### src/rtl/wsdm_pkg.sv
package wsdm_pkg;

  localparam int NUM_CH        = 3;
  localparam int CH_W          = 2;
  localparam int DATA_W        = 32;
  localparam int HELD_W        = 5;
  localparam int DEFAULT_DEPTH = 16;

  // Channel codes; the fourth code carries no series.
  localparam logic [CH_W-1:0] CH_ALTITUDE  = 2'd0;
  localparam logic [CH_W-1:0] CH_LATITUDE  = 2'd1;
  localparam logic [CH_W-1:0] CH_LONGITUDE = 2'd2;
  localparam logic [CH_W-1:0] CH_NONE      = 2'd3;

  // Status of the statistics unit as seen by the top-level sequencer.
  typedef struct packed {
    logic busy;
    logic done;
  } stat_status_t;

endpackage

### src/rtl/wsdm_stat_unit.sv
module wsdm_stat_unit #(
  parameter int WINDOW_DEPTH = wsdm_pkg::DEFAULT_DEPTH,
  parameter int CW           = $clog2(WINDOW_DEPTH + 1),
  parameter int AW           = $clog2(WINDOW_DEPTH)
) (
  input  logic                         clk,
  input  logic                         rst,
  input  logic                         start,
  input  logic [CW-1:0]                n,
  output logic                         rd_en,
  output logic [AW-1:0]                rd_slot,
  input  logic [wsdm_pkg::DATA_W-1:0]  rd_data,
  output wsdm_pkg::stat_status_t       status,
  output logic [wsdm_pkg::DATA_W-1:0]  dev
);

  localparam int SW   = 33 + CW;
  localparam int QW   = 64 + CW;
  localparam int NW   = QW + CW;
  localparam int DVW  = 2 * CW;
  localparam int CNTW = $clog2(NW + 1);
  localparam int AddW = NW + 1;

  localparam logic [3:0] S_IDLE = 4'd0;
  localparam logic [3:0] S_WALK = 4'd1;
  localparam logic [3:0] S_MUL1 = 4'd2;
  localparam logic [3:0] S_MUL2 = 4'd3;
  localparam logic [3:0] S_SUB  = 4'd4;
  localparam logic [3:0] S_DIV  = 4'd5;
  localparam logic [3:0] S_SQRT = 4'd6;

  logic [3:0]            state;
  logic [CW-1:0]         n_q;
  logic [CW-1:0]         issue_cnt;
  logic                  v1;
  logic                  v2;
  logic signed [SW-1:0]  x_q;
  logic [63:0]           sq_q;
  logic signed [SW-1:0]  sum;
  logic [QW-1:0]         sumsq;
  logic [NW-1:0]         acc;
  logic [NW-1:0]         mc;
  logic [SW-1:0]         mb;
  logic [NW-1:0]         num;
  logic [DVW-1:0]        rem;
  logic [DVW-1:0]        div_q;
  logic [CNTW-1:0]       cnt;
  logic [31:0]           root;
  logic [33:0]           srem;
  logic [63:0]           sval;
  logic                  done;

  logic [31:0]           mag;
  logic [SW-1:0]         sum_mag;
  logic [DVW:0]          div_t;
  logic [33:0]           sq_r4;
  logic [AddW-1:0]       add_a;
  logic [AddW-1:0]       add_b;
  logic                  add_sub;
  logic [AddW:0]         add_y;
  logic                  add_c;

  assign mag     = rd_data[31] ? (32'd0 - rd_data) : rd_data;
  assign sum_mag = sum[SW-1] ? (SW'(0) - SW'(sum)) : SW'(sum);
  assign div_t   = {rem, num[NW-1]};
  assign sq_r4   = {srem[31:0], sval[63:62]};

  assign rd_en   = (state == S_WALK) && (issue_cnt < n_q);
  assign rd_slot = issue_cnt[AW-1:0];

  // The one wide adder that the multiply, subtract, divide and root phases share.
  always_comb begin
    add_a   = '0;
    add_b   = '0;
    add_sub = 1'b0;
    case (state)
      S_MUL1, S_MUL2: begin
        add_a = AddW'(acc);
        add_b = AddW'(mc);
      end
      S_SUB: begin
        add_a   = AddW'(num);
        add_b   = AddW'(acc);
        add_sub = 1'b1;
      end
      S_DIV: begin
        add_a   = AddW'(div_t);
        add_b   = AddW'(div_q);
        add_sub = 1'b1;
      end
      S_SQRT: begin
        add_a   = AddW'(sq_r4);
        add_b   = AddW'({root, 2'b01});
        add_sub = 1'b1;
      end
      default: begin
        add_a = '0;
      end
    endcase
  end

  assign add_y = {1'b0, add_a} + {1'b0, (add_sub ? ~add_b : add_b)} + (AddW + 1)'(add_sub);
  assign add_c = add_y[AddW];

  always_ff @(posedge clk) begin
    if (rst) begin
      state <= S_IDLE;
      v1    <= 1'b0;
      v2    <= 1'b0;
      done  <= 1'b0;
    end else begin
      done <= (state == S_SQRT) && (cnt == '0);
      v1   <= rd_en;
      v2   <= v1;
      case (state)
        S_IDLE: begin
          if (start) begin
            n_q       <= n;
            issue_cnt <= '0;
            sum       <= '0;
            sumsq     <= '0;
            state     <= S_WALK;
          end
        end
        S_WALK: begin
          if (rd_en) begin
            issue_cnt <= issue_cnt + 1'b1;
          end
          if (!rd_en && !v1 && !v2) begin
            acc   <= '0;
            mc    <= NW'(sumsq);
            mb    <= SW'(n_q);
            cnt   <= CNTW'(CW);
            state <= S_MUL1;
          end
        end
        S_MUL1, S_MUL2: begin
          if (cnt != '0) begin
            if (mb[0]) begin
              acc <= add_y[NW-1:0];
            end
            mc  <= mc << 1;
            mb  <= mb >> 1;
            cnt <= cnt - 1'b1;
          end else if (state == S_MUL1) begin
            num   <= acc;
            acc   <= '0;
            mc    <= NW'(sum_mag);
            mb    <= sum_mag;
            cnt   <= CNTW'(SW);
            state <= S_MUL2;
          end else begin
            state <= S_SUB;
          end
        end
        S_SUB: begin
          num   <= add_y[NW-1:0];
          div_q <= DVW'(n_q) * DVW'(n_q);
          rem   <= '0;
          cnt   <= CNTW'(NW);
          state <= S_DIV;
        end
        S_DIV: begin
          if (cnt != '0) begin
            rem <= add_c ? add_y[DVW-1:0] : div_t[DVW-1:0];
            num <= {num[NW-2:0], add_c};
            cnt <= cnt - 1'b1;
          end else begin
            sval  <= num[63:0];
            srem  <= '0;
            root  <= '0;
            cnt   <= CNTW'(32);
            state <= S_SQRT;
          end
        end
        S_SQRT: begin
          if (cnt != '0) begin
            srem <= add_c ? add_y[33:0] : sq_r4;
            root <= {root[30:0], add_c};
            sval <= sval << 2;
            cnt  <= cnt - 1'b1;
          end else begin
            dev   <= root;
            state <= S_IDLE;
          end
        end
        default: begin
          state <= S_IDLE;
        end
      endcase
      if (v1) begin
        x_q  <= SW'($signed(rd_data));
        sq_q <= 64'(mag) * 64'(mag);
      end
      if (v2) begin
        sum   <= sum + x_q;
        sumsq <= sumsq + QW'(sq_q);
      end
    end
  end

  assign status.busy = (state != S_IDLE);
  assign status.done = done;

  a_walk_reads_in_window: assert property (@(posedge clk) disable iff (rst)
    rd_en |-> (issue_cnt < n_q) && (state == S_WALK))
    else $error("window read beyond held samples");

  a_done_from_sqrt: assert property (@(posedge clk) disable iff (rst)
    done |-> $past(state) == S_SQRT)
    else $error("deviation reported outside the root phase");

  a_start_when_idle: assert property (@(posedge clk) disable iff (rst)
    (state == S_IDLE && start) |=> (state == S_WALK))
    else $error("start not taken");

endmodule

### config.mk
export PLATFORM = sky130hd
export DESIGN_NAME = wsdm_stat_unit
export DESIGN_NICKNAME = d
export VERILOG_FILES = /design/src/rtl/wsdm_pkg.sv /design/src/rtl/wsdm_stat_unit.sv
export SDC_FILE = /design/constraint.sdc
export NUM_CORES = 2
export LEC_CHECK = 0
export BUFFER_PORTS_ARGS = -buffer_cell sky130_fd_sc_hd__buf_2
export CORE_MARGIN = 1.5
export CORE_UTILIZATION = 58
export DETAILED_ROUTE_END_ITERATION = 7
export PLACE_DENSITY_LB_ADDON = 0.12
export SYNTH_ARGS = -nofsm -noshare
export SYNTH_HDL_FRONTEND = slang
export SYNTH_SLANG_ARGS = --single-unit
### constraint.sdc
create_clock -name clk -period 21.1 [get_ports clk]
set_clock_uncertainty 0.1 [all_clocks]
set_input_delay 2.11 -clock clk [delete_from_list [all_inputs] [get_ports clk]]
set_output_delay 2.11 -clock clk [all_outputs]
set_load 0.005 [all_outputs]
# ---- Word-level counts from Yosys, hierarchy flattened
# Cells that the tools add are included.
dict set report classes {
  reduce_logical 34
  bitwise_logic 3
  n_eq_ne 17
  n_mul 2
  muxes 58
  n_lt_le_gt_ge 1
  addsub 8
}
# op n
set op_table {}
lappend op_table {{$mux 74} 10}
lappend op_table {{$pmux 74 s4} 2}
lappend op_table {{$pmux 74 s2} 2}
lappend op_table {{$mux 38} 7}
lappend op_table {{$pmux 74 s3} 1}
lappend op_table {{$mux 69} 3}
lappend op_table {{$mux 32} 6}
lappend op_table {{$mux 64} 2}
lappend op_table {{$pmux 32 s2} 2}
lappend op_table {{$pmux 64 s2} 1}
lappend op_table {{$add 75x75->76} 1}
lappend op_table {{$add 76x1->76} 1}
lappend op_table {{$pmux 38 s2} 1}
lappend op_table {{$mux 75} 1}
lappend op_table {{$not 75->75} 1}
lappend op_table {{$add 69x64->69} 1}
lappend op_table {{$mul 32x32->64} 1}
lappend op_table {{$add 38x32->38} 1}
lappend op_table {{$sub 1x38->38 const A} 1}
lappend op_table {{$mux 7} 5}
lappend op_table {{$pmux 7 s5} 1}
lappend op_table {{$sub 1x32->32 const A} 1}
lappend op_table {{$pmux 4 s6} 1}
lappend op_table {{$mux 10} 2}
lappend op_table {{other kinds (32)} 68}
dict set report word_totals {
  register_bits 667
  wordCells 144
  inputBits 40
}

# ---- Depth between registers and ports, before layout
dict set report logic_depth {
  word_depth 10
  ltp_mapped 39
  depth_no_buf 37
}

# ---- Least setup slack after synthesis
# No wires, ideal clock.
dict set report synth_timing {
  kind {input-to-reg}
  startpoint {input port rst}
  endpoint {register acc[0], enable pin}
  path_stages 3
  arrival_ns 12.101
  required_ns 20.562
  path_slack_ns 8.462
  path_cell_list {clkbuf_1 -> nor3_1 -> o21a_1}
}
dict set report synth_between {
  elab_chain_len 2
}
# element line_no
set synth_rtl {}
lappend synth_rtl {{from (decl)} wsdm_stat_unit.sv:7} ;# input logic rst,
lappend synth_rtl {{$not 1->1 (no source line)} -}
lappend synth_rtl {{$reduce_and 5->1 (no source line)} -}
lappend synth_rtl {{to (signal assigned)} wsdm_stat_unit.sv:140} ;# acc <= add_y[NW-1:0];
lappend synth_rtl {{to (decl)} wsdm_stat_unit.sv:41} ;# logic [NW-1:0] acc;
# No other way between the ends.
# A chain may end at the register's enable or synchronous reset.

# ---- Final worst setup path
dict set report layout_timing {
  startpoint {input port rd_data[3] (netlist name)}
  endpoint {register sq_q[56] (data pin)}
}
dict set report layout_between {
  elab_chain_len 3
}
# element line_no
set layout_rtl {}
lappend layout_rtl {{from (decl)} wsdm_stat_unit.sv:12} ;# input logic [wsdm_pkg::DATA_W-1:0] rd_data,
lappend layout_rtl {{$sub 1x32->32} wsdm_stat_unit.sv:63} ;# assign mag = rd_data[31] ? (32'd0 - rd_data) : rd_data;
lappend layout_rtl {{$mux 32 (*)} wsdm_stat_unit.sv:63}
lappend layout_rtl {{$mul 32x32->64 (*)} wsdm_stat_unit.sv:193} ;# sq_q <= 64'(mag) * 64'(mag);
lappend layout_rtl {{to (signal assigned)} wsdm_stat_unit.sv:193}
lappend layout_rtl {{to (decl)} wsdm_stat_unit.sv:38} ;# logic [63:0] sq_q;
# Mark *: on every way between the ends. The rest lies on a longest branch, timed or not.

==> impl_metrics.json <==
{
  "ys_dominant_reg_cell": "edfxtp_1",
  "synth_edf_count": 657,
  "nFillCells": 9997,
  "seq_area_um2": 19900,
  "cts_resized": 0,
  "vias": 52271,
  "clockRootBuffer": "clkbuf_16",
  "grt.busiest_layer": "met2",
  "rows": 126,
  "antenna_found_initial": 2,
  "critical_path_class": "primary input to flip-flop",
  "grt_pass1_wl_mm": 304,
  "area_growth_pct": 6.40,
  "grt_pass1_vias": 53444,
  "cp_slowest_cell": "clkinv_1",
  "required_ns": 21.37,
  "fin_tns_setup_ns": 0,
  "grt_max_degree": 94,
  "initialDrtViolationCount": 4227,
  "clk_latency_ns": 0.65,
  "start_util": 0.584,
  "cts_buffers": 71,
  "crit_top_cell": "fa_1",
  "placed_cells": 8555,
  "hold_viol_final": 0,
  "numClockSinks": 663,
  "gp_congestion": 0.968,
  "grtUsageMet1": 0.441,
  "dpl-instance-area_um2": 70800,
  "finalCriticalPeriod_ns": 12.80,
  "tightest_slew_ns": 1.33,
  "hp-class": "flip-flop to flip-flop",
  "ant_nets": 0,
  "synth_largest_area_cell": "edfxtp_1",
  "finalMaxSlewViolations": 0,
  "seq_area_frac_synth": 0.289,
  "post_synth.cell_area_avg_um2": 9.58,
  "port_buffers": 78,
  "yosysUniqueCellTypes": 83,
  "cp-start-kind": "primary input",
  "outcome": "finished clean",
  "multi_input_area_um2": 43800,
  "synth_top_area_share": 0.287,
  "final_area_um2": 73100,
  "rsz0062_at_grt": "false",
  "post-route-period-util": 0.607,
  "drive_gt1_frac": 0.0541,
  "nets": 8406,
  "met2_usage": 0.530,
  "cts_setup_buffers": 0,
  "dpl.hpwl_mm": 147,
  "coreArea_um2": 118000,
  "synth_area_um2": 68700,
  "ys.warnings.count": 0,
  "h-tree-depth": 3,
  "grtUsageMet3": 0.0491,
  "die_h_um": 347,
  "path_max_fanout": 17,
  "cts_buffer_depth": 3,
  "timing.fmax_ghz": 0.0781,
  "setup_viol": 0,
  "relSlewSlack": 0.109,
  "cp-end-kind": "flip-flop",
  "synth_seq_cells": 663,
  "async_reset_ff_frac": 0,
  "hold_buffers": 0,
  "viasPerCell": 6.02,
  "critPathMaxStageDelay_ns": 0.73,
  "wl_per_cell_um": 22.3,
  "syn_inst": 7174,
  "wl_mm": 193,
  "cap_viol_max_count": 0,
  "overflow": 0,
  "antenna_cells": 0,
  "timing.hold.ws_ns": 0.345,
  "pin_count": 79,
  "drc": 0,
  "firstDrtPassIters": 6,
  "dieArea_um2": 121000,
  "stdcell_count": 8683,
  "tritoncts": "yes",
  "yosys-top-cells-area": "edfxtp_1 29%, fa_1 23%, ha_1 8.6%",
  "clk_pin_slew_ns": 0.06,
  "crit_arrival_ns": 13.07,
  "grt_usage": 0.324,
  "chipWidth_um": 347
}
## worst paths after layout
path	slack (ns)	depth (start not counted)	end	startpoint
hold reg to reg	0.34	0	dev[7]$_DFFE_PP_	root[7]$_SDFFCE_PN0P_
hold / removal	0.34	0	dev[7]$_DFFE_PP_	root[7]$_SDFFCE_PN0P_
setup reg to reg	13.37	18	num[66]$_DFFE_PP_	state[1]$_SDFFE_PP0P_
setup / recovery	8.30	33	sq_q[56]$_DFFE_PP_	rd_data[3]
## cells in the mapped netlist (41+ instances only)
cell,n
nand2b_1,41
and2_1,97
xor2_1,144
a211oi_1,66
nor3_1,50
o22ai_1,74
a21oi_1,453
ha_1,472
mux2i_1,51
a31oi_1,42
clkbuf_1,310
nand4_1,70
o21bai_1,50
edfxtp_1,657
a22o_1,50
nor2_1,504
and3_1,86
inv_1,1081
nand3_1,76
fa_1,802
xnor2_1,167
a21o_1,197
nand2_1,810
o21ai_0,365
## state kept, by name (all words and copies together) (netlist names), 32 cells and up
| signal | flops |
|---|---|
| root | 32 |
| srem | 32 |
| sq_q | 62 |
| dev | 32 |
| mc | 74 |
| acc | 74 |
| mb | 38 |
| x_q | 32 |
| sumsq | 69 |
| sum | 38 |
| num | 74 |
| sval | 64 |
## area by class of cell
cell class | count | area share
inverters | 1092 | 0.0561
well taps | 1536 | 0.0263
clock buffers | 85 | 0.0252
repair buffers | 174 | 0.0152
multi-input cells | 5090 | 0.599
clock inverters | 43 | 0.00666
flip-flops and latches | 663 | 0.272
## routing by layer
metal / routed length, µm / vias to the layer above
met5: 23 / -
met2: 90200 / 2166
met4: 7360 / 4
li1: - / 23863
met3: 15300 / 388
met1: 80500 / 25850
## metrics by stage
step | utilization | setup slack [ns]
finish | 0.621 | 8.30
global route | 0.621 | 7.92
CTS | 0.621 | 8.41
detailed placement | 0.601 | 7.74
global placement | 0.601 | 7.88
floorplan | - | 8.46
## worst max-delay path: cells and delay by family
kind | cells | cell delay, ns
compound gates | 11 | 3.28
xor+xnor | 2 | 0.25
fa+ha+maj | 9 | 4.29
buf+inv | 7 | 1.47
simple gates | 4 | 1.67
## layout by cell type (no fill, tap or decap), drive strengths merged, types with 40 or more instances in the layout
| cell | instances |
|---|---|
| a211oi | 68 |
| a21o | 197 |
| a21oi | 453 |
| a22o | 50 |
| a31oi | 42 |
| and2 | 97 |
| and3 | 86 |
| buf | 174 |
| clkbuf | 85 |
| edfxtp | 657 |
| fa | 802 |
| ha | 472 |
| inv | 1092 |
| mux2i | 51 |
| nand2 | 811 |
| nand2b | 41 |
| nand3 | 76 |
| nand4 | 70 |
| nor2 | 505 |
| nor2b | 40 |
| nor3 | 50 |
| o21ai | 370 |
| o21bai | 50 |
| o22ai | 74 |
| o31ai | 45 |
| xnor2 | 167 |
| xor2 | 144 |
## logic make-up (layout without fill, tap and decap cells)
kind of cell	count (synthesis)	after routing	share of synthesized area
simple gates	1888	1888	0.123
compound gates	1539	1539	0.141
buf+inv	1444	1394	0.0798
fa+ha+maj	1274	1274	0.320
flops	663	663	0.289
xor+xnor	311	311	0.0396
mux	53	53	0.00776
other cells	2	25	0.000109
Power is not shown: default switching activity piles up to over one toggle a cycle in this logic, so the estimate is an artifact.
